## config.mk

```make
export PLATFORM = sky130hd
export DESIGN_NAME = fdm_chan_store
export DESIGN_NICKNAME = d
export VERILOG_FILES = /design/src/rtl/fdm_pkg.sv /design/src/rtl/fdm_chan_store.sv
export SDC_FILE = /design/constraint.sdc
export NUM_CORES = 1
export LEC_CHECK = 0
export ABC_AREA = 0
export BUFFER_PORTS_ARGS = -buffer_cell sky130_fd_sc_hd__buf_2
export CORE_AREA = 2 2 197 219
export DETAILED_ROUTE_END_ITERATION = 10
export DIE_AREA = 0 0 199 221
export PLACE_DENSITY_LB_ADDON = 0.08
export SETUP_SLACK_MARGIN = 0.05
export SLEW_MARGIN = 30
export SYNTH_ARGS = -nofsm -noshare
export SYNTH_HDL_FRONTEND = slang
export SYNTH_SLANG_ARGS = --single-unit
```

## constraint.sdc

```tcl
create_clock -name clk -period 13.5 [get_ports clk]
set_input_delay 0.675 -clock clk [delete_from_list [all_inputs] [get_ports clk]]
set_output_delay 0.675 -clock clk [all_outputs]
set_load 0.03 [all_outputs]
```

## src/rtl/fdm_pkg.sv

```systemverilog
// ----------------------------------------------------------------------------
// fdm_pkg: shared types and constants
// Field widths, register codes and the structs passed between the
// filtered-derivative modules.
// ----------------------------------------------------------------------------
package fdm_pkg;

  localparam int unsigned CHANNELS_DEFAULT = 8;

  localparam int unsigned CHANNEL_W  = 3;
  localparam int unsigned SAMPLE_W   = 32;
  localparam int unsigned TICKS_W    = 32;
  localparam int unsigned GAIN_W     = 24;
  localparam int unsigned POLE_W     = 17;
  localparam int unsigned CFG_IDX_W  = 2;
  localparam int unsigned CFG_DATA_W = 32;
  localparam int unsigned FRAC_BITS  = 16;

  // Room for eleven times a 32-bit tick count.
  localparam int unsigned BOUND_W = TICKS_W + 4;

  // Number of channel entries a 3-bit channel number can reach.
  localparam int unsigned CHANNEL_REACH = 1 << CHANNEL_W;

  localparam logic signed [SAMPLE_W-1:0] SAMPLE_MAX = {1'b0, {(SAMPLE_W-1){1'b1}}};
  localparam logic signed [SAMPLE_W-1:0] SAMPLE_MIN = {1'b1, {(SAMPLE_W-1){1'b0}}};

  // Configuration register codes.
  typedef enum logic [CFG_IDX_W-1:0] {
    REG_GAIN   = 2'd0,
    REG_POLE   = 2'd1,
    REG_PERIOD = 2'd2
  } cfg_reg_t;

  // Coefficients and the precomputed timing window bounds.
  typedef struct packed {
    logic [GAIN_W-1:0]  gain;
    logic [POLE_W-1:0]  pole;
    logic [BOUND_W-1:0] lo_bound;
    logic [BOUND_W-1:0] hi_bound;
  } cfg_t;

  // Per-channel history.
  typedef struct packed {
    logic signed [SAMPLE_W-1:0] last_sample;
    logic signed [SAMPLE_W-1:0] last_result;
  } chan_state_t;

  // One result.
  typedef struct packed {
    logic signed [SAMPLE_W-1:0] derivative;
    logic                       held;
    logic                       saturated;
  } result_t;

  // Ten times a tick count, as shifts and an add.
  function automatic logic [BOUND_W-1:0] times_ten(input logic [TICKS_W-1:0] ticks);
    logic [BOUND_W-1:0] wide;
    wide = {4'b0000, ticks};
    return (wide << 3) + (wide << 1);
  endfunction

endpackage

```

## src/rtl/fdm_chan_store.sv

```systemverilog
// ----------------------------------------------------------------------------
// fdm_chan_store: per-channel history store
// Last sample and last result of each channel, cleared by reset. One read
// port and one write port, both addressed by channel number.
// ----------------------------------------------------------------------------
module fdm_chan_store #(
  parameter int unsigned CHANNELS = fdm_pkg::CHANNELS_DEFAULT
) (
  input  logic                          clk,
  input  logic                          rst,
  input  logic [fdm_pkg::CHANNEL_W-1:0] rd_channel,
  output logic                          rd_hit,
  output fdm_pkg::chan_state_t          rd_state,
  input  logic                          wr_en,
  input  logic [fdm_pkg::CHANNEL_W-1:0] wr_channel,
  input  fdm_pkg::chan_state_t          wr_state
);
  import fdm_pkg::*;

  // Channels beyond what the channel field can address hold no storage.
  localparam int unsigned DEPTH = (CHANNELS < CHANNEL_REACH) ? CHANNELS : CHANNEL_REACH;
  localparam int unsigned IDX_W = (DEPTH > 1) ? $clog2(DEPTH) : 1;
  localparam logic [CHANNEL_W:0] DEPTH_L = (CHANNEL_W + 1)'(DEPTH);

  chan_state_t      entries [DEPTH];
  logic             wr_hit;
  logic [IDX_W-1:0] rd_idx;
  logic [IDX_W-1:0] wr_idx;

  // Range check and index selection.
  always_comb begin
    rd_hit   = {1'b0, rd_channel} < DEPTH_L;
    wr_hit   = {1'b0, wr_channel} < DEPTH_L;
    rd_idx   = rd_hit ? rd_channel[IDX_W-1:0] : '0;
    wr_idx   = wr_hit ? wr_channel[IDX_W-1:0] : '0;
    rd_state = entries[rd_idx];
  end

  // Clear on reset, otherwise write the addressed entry.
  always_ff @(posedge clk) begin
    if (rst) begin
      for (int i = 0; i < DEPTH; i++) begin
        entries[i] <= '0;
      end
    end else if (wr_en && wr_hit) begin
      entries[wr_idx] <= wr_state;
    end
  end

endmodule

```

# Word-level counts from Yosys, hierarchy flattened
# Memories as Yosys holds them, arrays and structs flattened.
# Cells that the tools add are included.
[word_totals]
regBits = 0
mem_bits_rw = 512
wordCells = 10
n_memories = 1
[mem_list]
columns = ["memory", "depth", "width", "rd", "rd_clocked_by_memory_dff", "write_ports", "line", "rtl"]
rows = [
  ["entries", 8, 64, 1, 0, 8, "fdm_chan_store.sv:25", "chan_state_t entries [DEPTH];"],
]
[classes]
n_mux = 8
reduce_logical = 1
[op_table]
columns = ["cell", "n"]
rows = [
  ["64-bit 2-to-1 mux", 1],
  ["64-bit OR reduction", 1],
  ["1-bit 2-to-1 mux", 6],
  ["3-bit 2-to-1 mux", 1],
]

# Logic depth before layout (Yosys ltp)
[logic_depth]
depth_word = 5
mapped_depth = 5
depth_no_buf = 2

# Worst setup path after synthesis
# No wires, ideal clock.
[synth_timing]
path_kind = "input-to-reg"
start = "input port wr_channel[1] (netlist name)"
end = "memory entries[0][0] (netlist name) (enable)"
setup_ns = 0.499
t_arrival_ns = 4.501
t_required_ns = 13.001
path_slack_ns = 8.500
path_stages = 5
n_path_buf = 3
path_cell_list = "or3b_1 buf_2 buf_4 buf_6 o21bai_1"
[synth_rtl]
columns = ["item", "line", "rtl"]
rows = [
  ["start: declaration", "fdm_chan_store.sv:15", "input logic [fdm_pkg::CHANNEL_W-1:0] wr_channel,"],
  ["end: declaration", "fdm_chan_store.sv:25", ""],
]

==> metrics <==
synth unique cells 17; status finished, final reports clean; Synth area leader edfxtp_1; pwr/cell area 141 nW/um2; fmax 268 MHz; Post-synth top cells edfxtp_1 (512), nor3_1 (512), mux4_2 (128); peak supply drop 0.000120 V; EDFF count, synth 512; DRC violations left 0; clk sink count 512; DP HPWL 26000 um; synth-to-layout area growth 10.8%; initial antenna violation count 3; Main synth FF type edfxtp_1; drt initial violations 1026; Starting Density 54.4%; Mean Syn Cell Area 15.7 um2; setup violators final 0; max FFs per register 512; Max clock buf depth 3; non-filler cells, final 2119; asr flop ratio synth 0%; synth warn 0; maxcap violations 0; Setup TNS Final 0 ns; Vert. Die Dim 221 um; count of input and output buffers 136; Period minus WS final 3.74 ns; Routed WL 53800 um; vias in the first global route 13600; Tot GR Track Use 25.4%; fin crit share 27.7%; vias 13100; Via density 6.18; Setup Fix Bufs, Post-CTS 0; Max Transition Viols Final 0; die area 44000 um2; worst-path fanout max 78; RSZ-0062 raised after global routing false; Core Area 41800 um2; post-synthesis net count 1519; TritonCTS Buffers 52; number of synthesized register bits 512; Die W 199 um; drt wl/cell 25.4 um; IO Pins 138; nature of the critical path endpoint output port; CTS Hold Bufs 0; Rows 79; GPL Wtd Cong 0.712; Final Hold Fails 0; LEAKAGE 7.82 nW; Clk Tree Root Cell clkbuf_16; CP Launch Type input port; drt pass-1 iters 5; Area contributors post-synth edfxtp_1 (68%), mux4_2 (13%), nor3_1 (11%), mux2_2 (3.2%), buf_6 (1.5%); layout cells sized above 1 28.0%; Setup Crit Path Kind in2out; gr ovfl total 0; Placed Cells 2025; worst path arrival time 3.06 ns; worst slew pin tran 0.993 ns; Worst Path Required 12.82 ns; Final Net Count 1586; largest registers entries: 512 flops; H-tree depth 2; Post-Synthesis Cells 1446; Hold Path Class in2reg; Max-slew headroom 33.8%; Synth top area share 67.6%; most flop-heavy register entries; global-route wire length before repair 83000 um; Seq/Total Area, Yosys 67.6%; post-route ant nets 0; CTS tree built; Worst-path clk slew 0.06 ns; Syn Std Cell Area 22700 um2; cts repair resizes 0; largest net degree at the start of global routing 98
metrics by stage:
stage / setup slack [ns] / area [um2] / total power [mW] / util, % / hold WS (ns)
finish: 9.76 / 25200 / 3.56 / 60.3 / 0.556
global route: 9.55 / 25200 / 3.68 / 60.3 / 0.553
CTS: 9.52 / 25200 / 3.58 / 60.2 / 0.520
detailed placement: 9.37 / 23700 / 2.30 / 56.6 / 1.15
global placement: 9.41 / 23600 / 2.29 / 56.4 / 1.15
floorplan: 8.50 / 22700 / 2.18 / - / 1.00
layout by cell type (no fill, tap or decap):
| cell type | count |
|---|---|
| or3b_4 | 1 |
| nand2_4 | 1 |
| clkbuf_1 | 9 |
| buf_4 | 19 |
| buf_6 | 7 |
| buf_2 | 133 |
| clkbuf_8 | 1 |
| edfxtp_1 | 512 |
| clkinv_1 | 81 |
| nand2b_4 | 2 |
| clkinv_2 | 12 |
| o21bai_4 | 8 |
| buf_12 | 2 |
| nand3b_1 | 1 |
| diode_2 | 1 |
| or2_4 | 1 |
| nor3_1 | 512 |
| mux2_2 | 64 |
| mux4_2 | 128 |
| conb_1 | 1 |
| inv_6 | 1 |
| clkbuf_16 | 53 |
| buf_16 | 2 |
report_power, final:
| group | leakage, nW | total (mW) | switching, mW | internal, mW |
|---|---|---|---|---|
| Combinational | 2.17 | 0.387 | 0.254 | 0.133 |
| Sequential | 4.91 | 1.87 | 0.0234 | 1.85 |
| Clock | 0.742 | 1.30 | 0.587 | 0.712 |
| Total | 7.82 | 3.56 | 0.864 | 2.69 |
per-layer routing:
| metal | routed length [um] | share of wire, % | vias up | track usage, % |
|---|---|---|---|---|
| met2 | 27200 | 51 | 364 | 42.6 |
| met4 | 882 | 1.6 | 4 | 5.56 |
| met3 | 3380 | 6.3 | 69 | 4.60 |
| li1 | - | - | 5856 | - |
| met5 | 26 | 0.048 | - | 0 |
| met1 | 22300 | 41 | 6799 | 35.0 |
logic make-up after synthesis:
| kind of cell | count (synthesis) | share of synthesized area (%) |
|---|---|---|
| other cells | 1 | 0.0165 |
| flops | 512 | 67.6 |
| mux | 192 | 15.8 |
| simple gates | 518 | 11.4 |
| compound gates | 8 | 0.264 |
| buf+inv | 215 | 4.80 |
worst paths after layout:
path | startpoint | endpoint | slack, ns | depth (start not counted)
setup / recovery | rd_channel[2] | rd_state[29] | 9.76 | 5
hold / removal | wr_state[24] | entries[2][24] | 0.56 | 3
cell type report:
cell class,instances,area (um2)
clock buffers,62,1360
clock inverters,30,133
fillers,3266,16600
inverters,64,240
flip-flops and latches,512,15400
well taps,567,709
repair buffers,164,996
diodes,1,2.50
multi-input cells,719,6390
worst max-delay path: stages:
cell    delay, ns
buf_6        0.64
buf_4        0.77
mux4_2       0.43
mux2_2       0.28
buf_2        0.18
Note: power is estimated with default switching activity, not from simulation.
