===== src/rtl/fdm_pkg.sv =====
// ----------------------------------------------------------------------------
// fdm_pkg: shared types and constants
// Field widths, register codes and the structs passed between the
// filtered-derivative modules.
// ----------------------------------------------------------------------------
package fdm_pkg;

  localparam int unsigned CHANNELS_DEFAULT = 8;

  localparam int unsigned CHANNEL_W  = 3;
  localparam int unsigned SAMPLE_W   = 32;
  localparam int unsigned TICKS_W    = 32;
  localparam int unsigned GAIN_W     = 24;
  localparam int unsigned POLE_W     = 17;
  localparam int unsigned CFG_IDX_W  = 2;
  localparam int unsigned CFG_DATA_W = 32;
  localparam int unsigned FRAC_BITS  = 16;

  // Room for eleven times a 32-bit tick count.
  localparam int unsigned BOUND_W = TICKS_W + 4;

  // Number of channel entries a 3-bit channel number can reach.
  localparam int unsigned CHANNEL_REACH = 1 << CHANNEL_W;

  localparam logic signed [SAMPLE_W-1:0] SAMPLE_MAX = {1'b0, {(SAMPLE_W-1){1'b1}}};
  localparam logic signed [SAMPLE_W-1:0] SAMPLE_MIN = {1'b1, {(SAMPLE_W-1){1'b0}}};

  // Configuration register codes.
  typedef enum logic [CFG_IDX_W-1:0] {
    REG_GAIN   = 2'd0,
    REG_POLE   = 2'd1,
    REG_PERIOD = 2'd2
  } cfg_reg_t;

  // Coefficients and the precomputed timing window bounds.
  typedef struct packed {
    logic [GAIN_W-1:0]  gain;
    logic [POLE_W-1:0]  pole;
    logic [BOUND_W-1:0] lo_bound;
    logic [BOUND_W-1:0] hi_bound;
  } cfg_t;

  // Per-channel history.
  typedef struct packed {
    logic signed [SAMPLE_W-1:0] last_sample;
    logic signed [SAMPLE_W-1:0] last_result;
  } chan_state_t;

  // One result.
  typedef struct packed {
    logic signed [SAMPLE_W-1:0] derivative;
    logic                       held;
    logic                       saturated;
  } result_t;

  // Ten times a tick count, as shifts and an add.
  function automatic logic [BOUND_W-1:0] times_ten(input logic [TICKS_W-1:0] ticks);
    logic [BOUND_W-1:0] wide;
    wide = {4'b0000, ticks};
    return (wide << 3) + (wide << 1);
  endfunction

endpackage


===== src/rtl/fdm_cfg_regs.sv =====
// ----------------------------------------------------------------------------
// fdm_cfg_regs: configuration registers
// Holds the gain and pole coefficients and turns the sampling period into
// the lower and upper window bounds (9x and 11x) when it is written.
// ----------------------------------------------------------------------------
module fdm_cfg_regs (
  input  logic                           clk,
  input  logic                           rst,
  input  logic                           cfg_write,
  input  logic [fdm_pkg::CFG_IDX_W-1:0]  cfg_index,
  input  logic [fdm_pkg::CFG_DATA_W-1:0] cfg_data,
  output fdm_pkg::cfg_t                  cfg
);
  import fdm_pkg::*;

  logic [BOUND_W-1:0] period_wide;
  logic [BOUND_W-1:0] lo_next;
  logic [BOUND_W-1:0] hi_next;

  // Window bounds from the written period.
  always_comb begin
    period_wide = {4'b0000, cfg_data[TICKS_W-1:0]};
    lo_next     = (period_wide << 3) + period_wide;
    hi_next     = (period_wide << 3) + (period_wide << 1) + period_wide;
  end

  // Register writes; index codes with no register are ignored.
  always_ff @(posedge clk) begin
    if (rst) begin
      cfg.gain     <= '0;
      cfg.pole     <= '0;
      cfg.lo_bound <= BOUND_W'(9);
      cfg.hi_bound <= BOUND_W'(11);
    end else if (cfg_write) begin
      case (cfg_reg_t'(cfg_index))
        REG_GAIN:   cfg.gain <= cfg_data[GAIN_W-1:0];
        REG_POLE:   cfg.pole <= cfg_data[POLE_W-1:0];
        REG_PERIOD: begin
          cfg.lo_bound <= lo_next;
          cfg.hi_bound <= hi_next;
        end
        default: ;
      endcase
    end
  end

  // The upper bound never falls below the lower one.
  a_bounds_ordered: assert property (@(posedge clk) disable iff (rst)
    cfg.hi_bound >= cfg.lo_bound)
    else $error("window upper bound below lower bound");

endmodule


===== config.mk =====
export PLATFORM = sky130hd
export DESIGN_NAME = fdm_cfg_regs
export DESIGN_NICKNAME = d
export VERILOG_FILES = /design/src/rtl/fdm_pkg.sv /design/src/rtl/fdm_cfg_regs.sv
export SDC_FILE = /design/constraint.sdc
export NUM_CORES = 1
export LEC_CHECK = 0
export ABC_AREA = 1
export BUFFER_PORTS_ARGS = -buffer_cell sky130_fd_sc_hd__buf_2
export CORE_ASPECT_RATIO = 1.2
export CORE_MARGIN = 2
export CORE_UTILIZATION = 59
export CTS_CLUSTER_SIZE = 28
export DETAILED_ROUTE_END_ITERATION = 8
export GPL_ROUTABILITY_DRIVEN = 0
export PLACE_DENSITY_LB_ADDON = 0.12
export SYNTH_ARGS = -nofsm -noshare
export SYNTH_HDL_FRONTEND = slang
export SYNTH_SLANG_ARGS = --single-unit

===== constraint.sdc =====
create_clock -name clk -period 2.8 [get_ports clk]
set_input_delay 0.14 -clock clk [delete_from_list [all_inputs] [get_ports clk]]
set_output_delay 0.14 -clock clk [all_outputs]
set_load 0.01 [all_outputs]

# Word-level counts from Yosys, hierarchy flattened
# Cells that the tools add are included.
[word_totals]
ff_bits = 113
word_cells = 13
[op_classes]
addsub = 3
n_eq_ne = 2
n_reduce_logical = 4
[ops]
columns = ["operator", "n"]
rows = [
  ["$add 35x32->36", 1],
  ["$add 35x33->36", 1],
  ["$add 36x32->36", 1],
  ["$reduce_and 2->1", 3],
  ["$eq 2x1->1 const B", 1],
  ["$eq 2x2->1 const B", 1],
  ["$logic_not 2->1", 1],
]

# Longest topological paths before layout
# Gate-level depths: netlist (run 1).
[depth]
depth_word = 2
ltp_mapped = 17
depth_no_buf = 17

# Worst setup path after synthesis (run 1)
# Ideal clock, no wire load.
[synth_path]
path_kind = "input port to flip-flop"
from = "input port cfg_data[0] (netlist name)"
to = "register cfg[26] (netlist name)"
setup_ns = 0.109
arrival_ns = 1.929
t_required_ns = 2.691
setup_slack_ns = 0.762
path_stages = 15
path_cell_list = "inv_1 fa_1 fa_1 inv_1 nand2_1 nand2_1 nand3_1 nand2_2 nand2_2 nand2_2 nand2_1 nand3_1 nand3_1 nand2_1 inv_1"
[synth_via]
elab_chain_len = 2
[synth_lines]
columns = ["item", "line_no", "rtl"]
rows = [
  ["from (decl)", "fdm_cfg_regs.sv:11", "input logic [fdm_pkg::CFG_DATA_W-1:0] cfg_data,"],
  ["$add 35x33->36", "fdm_cfg_regs.sv:24", "hi_next = (period_wide << 3) + (period_wide << 1) + period_wide;"],
  ["$add 36x32->36 *", "fdm_cfg_regs.sv:24", ""],
  ["to (decl)", "fdm_cfg_regs.sv:12", "output fdm_pkg::cfg_t cfg"],
]
# Every way passes the cells marked *; elsewhere a longest branch is shown, timed or not.
# A chain may end at the register's enable or synchronous reset.

# Worst setup path in the final report (run 1)
[layout_path]
from = "input port cfg_data[3] (netlist name)"
to = "register cfg[29] (netlist name)"
# Same word-level chain as after synthesis.

==> results.cfg, run 1 <==
[global_route]
grt_max_degree = 79
grt.overflow.total = 0
antenna_found_initial = 0
track_usage = 0.3100
grt_first_pass_wirelength_mm = 42.50
first_global_vias = 8817

[yosys]
syn_area_um2 = 9567
synth_top_family_by_area = simple AND/OR/NAND/NOR gates
yosys_warnings = 0
avgSynthCellArea_um2 = 6.136
synth_area_leaders = dfxtp_1 23%, nand2_1 19%, inv_1 12%
syn-num-nets = 1691
async_flop_share = 0
synthAdderAreaFrac = 0.1486
ys_seq_area_frac = 0.2344
synth_xor_area_frac = 0.02563
synthMuxAreaShare = 0
ys_seq_elements = 112
synth_top_area_share = 0.2344
syn_inst = 1559
synth_edf_count = 0
synth-simple-area-share = 0.3326
ys_types = 36
synth-compound-area-share = 0.1207
synthFlopType = dfxtp_1
synth_top_area_cell = dfxtp_1

[routing]
drc = 0
wire_per_inst_um = 14.00
avgViaCountPerCell = 5.172
antenna_left = 0
drtIter0Drc = 669
wl_mm = 26.73
vias = 9878
drt_first_pass_iters = 5

[sta]
rsz0062_at_grt = false
worst_pin_slew_ps = 768.9
fin_ws_ps = 733.3
fmax_mhz = 483.9
finalCriticalPeriod_ps = 2067
clock_skew_ps = 0
maxSlewViolCount = 0
finalSetupViolCount = 0
relSlewSlack = 0.4869
holdWs_ps = 55.05
period_share = 0.7381
fin_setup_tns_ps = 0
hold_violations = 0

[setup_path]
critPathArrivalTime_ps = 2330
crit_slowest_cell = fa_1
timing.rr.start = cfg[57]
crit_type = in -> reg
rr_worst_depth = 3
start_kind = input pin
worstPathRequired_ps = 3060
cp_max_fo = 5
crit_start = cfg_data[3]
crit_path_max_incr_delay_ps = 560
reg2reg_slack_ps = 1940
path_cells = buf_2 -> inv_1 -> fa_1 -> inv_1 -> ha_1 -> nand2_1 -> a21oi_1 -> nand3_1 -> nand3_1 -> nand2_1 -> nand3_1 -> nand2_1 -> nor2_1 -> nor2_1
cp_top_family = adder cells
end_kind = register
r2r-end = cfg[57]
crit_buf_inv = 3

[floorplan]
dieArea_um2 = 17250
core_area_um2 = 16080
io_pins = 150
start_util = 0.5949
row_count = 51
die_w_um = 120.2
fp.dieH_um = 143.5

[finish]
reg.largest.list = cfg: 112 flops
diodes = 0
layout-drive-gt1-share = 0.1213
fin_util = 0.6755
design_area_um2 = 10860
largest_reg_flops = 112
top_register = cfg
fillers = 1527
layout_commonest_cell = nand2_1
final_cell_count_no_fill = 1910
final_cell_mix = 494 x nand2_1, 310 x inv_1, 154 x nor2_1, 149 x buf_2, 112 x dfxtp_1
syn2layout_area_growth_pct = 13.54
nets = 1825

[min_path]
hold_path_class = in -> reg
worstHoldPathCells = 2
hold-path-endpoint = cfg[37]
min_from = rst

[cts]
cts-htree-levels = 3
cts_resized = 0
holdBufCountCts = 0
postCtsSetupBuffers = 0
clkSinkCount = 112
cts-root-buf = clkbuf_16
clk_path_buf_depth = 2
clk_latency_ps = 370
numCtsBuffers = 9
cts_tree = yes
path_clk_slew_ps = 90

[placement]
io_buffers = 149
place_ws_ps = 387.6
dp_hpwl_mm = 20.85
postPlaceCellArea_um2 = 10530
dp.cells = 1894

[pwr]
total_power_mw = 5.281
p_clk_frac = 0.273
combPwrFrac = 0.401
swShare = 0.4047
p_leak_nw = 6.606
p_per_area_nw_per_um2 = 486.2
peakVddDrop_uv = 363.7
p_seq_frac = 0.326
internal_power_mw = 3.144
switchingPower_mw = 2.137

[status]
outcome = completed

[job]
maxCapViolations = 0
-- worst max-delay path by stage --
stage | to | slack, ps | cells after the start
floorplan | cfg[26] | 760 | 15
global placement | cfg[29] | 450 | 14
detailed placement | cfg[29] | 390 | 14
CTS | cfg[29] | 770 | 14
global route | cfg[26] | 560 | 16
finish | cfg[29] | 730 | 14
-- cells by family after synthesis --
group	count (synthesis)
AOI/OAI and AO/OA	196
xor gates and xnor gates	28
adders and majority gates	95
buffers and inverters	347
DFF	112
and+or+nand+nor	781
-- synthesized netlist by cell type (all sizes together), types with 8 or more instances --
| cell type | n |
|---|---|
| o21bai | 34 |
| dfxtp | 112 |
| fa | 31 |
| nor3 | 12 |
| nand2 | 510 |
| a21oi | 52 |
| inv | 312 |
| ha | 64 |
| o21a | 27 |
| clkbuf | 24 |
| buf | 10 |
| nand3 | 85 |
| o21ai | 75 |
| xor2 | 24 |
| nor2 | 159 |
| nand4 | 8 |
-- per-layer routing --
metal | up-vias | track usage | wire [um]
li1 | 5021 | - | -
met4 | 0 | 0.1353 | 845
met1 | 4440 | 0.3949 | 11690
met2 | 353 | 0.5287 | 12600
met3 | 64 | 0.03849 | 1600
met5 | - | 0 | 0
-- final cells by class --
type / count / area [um2] / share of cell area
tap: 212 / 265.3 / 0.02442
clock buffer: 9 / 225.2 / 0.02073
clock inverter: 7 / 107.6 / 0.009907
multi-input combinational: 1100 / 6003 / 0.5527
sequential: 112 / 2242 / 0.2064
timing repair buffer: 157 / 843.3 / 0.07764
inverter: 313 / 1175 / 0.1082
-- power groups by stage --
| stage | clock [mW] | sequential (mW) | combinational (mW) |
|---|---|---|---|
| 3_3_place_gp | 0 | 1.76 | 2.05 |
| 6_report | 1.44 | 1.72 | 2.12 |
| 5_1_grt | 1.51 | 1.73 | 2.38 |
| 4_1_cts | 1.46 | 1.72 | 2.10 |
| 3_5_place_dp | 0 | 1.76 | 2.08 |
| 2_1_floorplan | 0 | 1.80 | 1.45 |
(Power assumes the default switching activity.)
==> run 2: changes to the inputs <==
==> constraint.sdc (replaced) <==
create_clock -name clk -period 2 [get_ports clk]
set_input_delay 0.1 -clock clk [delete_from_list [all_inputs] [get_ports clk]]
set_output_delay 0.1 -clock clk [all_outputs]
set_load 0.01 [all_outputs]
==> run 2 against run 1 <==
Die area did not move. Combinational power is 62% higher. Setup slack got worse by 630 ps. Cell count rose by 4.7%. Non-clock buffer count increased by 90. Wire length up 6.1%. Total power is 48% higher. Critical endpoint is now cfg[25]. Clock-buffer cell count is the same. Sequential power up 40%. Worst hold slack improved by 83 ps.
==> results.cfg, run 2 (synthesis gave the netlist of run 1 again) <==
[min_path]
min_from = cfg_data[1]
worstHoldPathCells = 4
hold_path_class = in -> reg
hold-path-endpoint = cfg[1]

[routing]
wl_mm = 28.36
drt_first_pass_iters = 6
drtIter0Drc = 808
antenna_left = 0
vias = 10290
wire_per_inst_um = 14.18
drc = 0
avgViaCountPerCell = 5.145

[cts]
numCtsBuffers = 9
cts_tree = yes
cts-root-buf = clkbuf_16
clk_latency_ps = 370
clkSinkCount = 112
path_clk_slew_ps = 80
clk_path_buf_depth = 2
cts-htree-levels = 3

[sta]
period_share = 0.9475
finalSetupViolCount = 0
maxSlewViolCount = 0
finalCriticalPeriod_ps = 1895
fin_ws_ps = 105.0
hold_violations = 0
worst_pin_slew_ps = 779.5
fmax_mhz = 527.7
relSlewSlack = 0.4797
clock_skew_ps = 0
fin_setup_tns_ps = 0

[setup_path]
end_kind = register
r2r-end = cfg[46]
worstPathRequired_ps = 2280
crit_top_cell = nand2_1
timing.rr.start = cfg[46]
rr_worst_depth = 3
start_kind = input pin
cp_max_fo = 4
critPathArrivalTime_ps = 2170
path_cells = clkbuf_4 -> fa_1 -> ha_1 -> nand2_1 -> inv_1 -> nand2_1 -> inv_1 -> a21oi_1 -> nand2_2 -> nand2_1 -> nand2_1 -> nand2_1 -> nand3_1 -> nand2_1 -> inv_1
crit_type = in -> reg
crit_path_max_incr_delay_ps = 490
reg2reg_slack_ps = 1230
crit_slowest_cell = fa_1

[finish]
layout_commonest_cell = nand2_1
top_register = cfg
layout-drive-gt1-share = 0.1801
fin_util = 0.7265
design_area_um2 = 11680
reg.largest.list = cfg: 112 flops
diodes = 0
final_cell_mix = 489 x nand2_1, 308 x inv_1, 150 x nor2_1, 148 x buf_2, 112 x dfxtp_1
largest_reg_flops = 112
final_cell_count_no_fill = 2000
syn2layout_area_growth_pct = 22.12
nets = 1915

[status]
outcome = completed

[job]
maxCapViolations = 0

[global_route]
grt_max_degree = 81
grt.overflow.total = 0
track_usage = 0.3241
first_global_vias = 9234
grt_first_pass_wirelength_mm = 44.62
antenna_found_initial = 0

[floorplan]
start_util = 0.5949
fp.dieH_um = 143.5
dieArea_um2 = 17250
row_count = 51
io_pins = 150
die_w_um = 120.2
core_area_um2 = 16080

[placement]
postPlaceCellArea_um2 = 11200
dp_hpwl_mm = 22.22
place_ws_ps = -274.3
dp.cells = 1983
io_buffers = 149

[pwr]
p_leak_nw = 7.035
p_per_area_nw_per_um2 = 667.0
peakVddDrop_uv = 399.6
[run 2: cell count changes in the layout (fill, tap and decap cells not counted), sizes merged]
cell / before / now
buf: 157 / 245
bufinv: 1 / 0
clkbuf: 9 / 10
dlygate4sd3: 0 / 1
inv: 316 / 317
[run 2: final cells by class]
cell class / count / area [um2]
multi-input cells: 1100 / 6157
inverters: 313 / 1175
clock buffers: 9 / 225.2
fillers: 1458 / 4398
repair buffers: 247 / 1524
well taps: 212 / 265.3
clock inverters: 7 / 93.84
flip-flops and latches: 112 / 2242
[run 2: how the worst max path moves through the flow]
stage                            start      end  slack (ps)
after global placement     cfg_data[5]  cfg[14]        -270
after global routing       cfg_data[7]  cfg[27]         -60
after detailed placement   cfg_data[5]  cfg[14]        -270
after floorplan            cfg_data[0]  cfg[26]           2
after CTS                  cfg_data[5]  cfg[14]         110
final                     cfg_data[12]  cfg[25]         110
[run 2: report_power, final]
group          internal [mW]  total, mW  switching (mW)
registers               2.35       2.41          0.0624
logic                   1.37       3.44            2.06
clock network          0.915       1.94            1.03
total                   4.64       7.79            3.15
[run 2: stage by stage]
stage / hold slack (ps) / power (mW)
6_report: 137.9 / 7.792
4_1_cts: 141.7 / 7.649
3_3_place_gp: 384.7 / 5.645
2_1_floorplan: 169.1 / 4.539
5_1_grt: 165.2 / 8.319
3_5_place_dp: 387.6 / 5.710
[run 2: timing repair]
action | 4_1_cts | 5_1_grt
hold buffers | 1 | 0
endpoints found under the hold margin | 1 | 0
setup buffers | 0 | 0
endpoints found under the setup margin | 0 | 13
gates resized for setup | 0 | 29
[run 2: metal layers]
metal | routed length, um | global-route usage
met5 | 0 | 0
met4 | 1007 | 0.1401
met3 | 1997 | 0.03968
met2 | 13310 | 0.5532
met1 | 12040 | 0.4132
[run 2: worst max-delay path, delay by kind of cell]
kind                       cells  cell delay (ps)
adders and majority gates      2              860
and+or+nand+nor                8              710
buffers and inverters          4              330
AOI/OAI and AO/OA              1              170
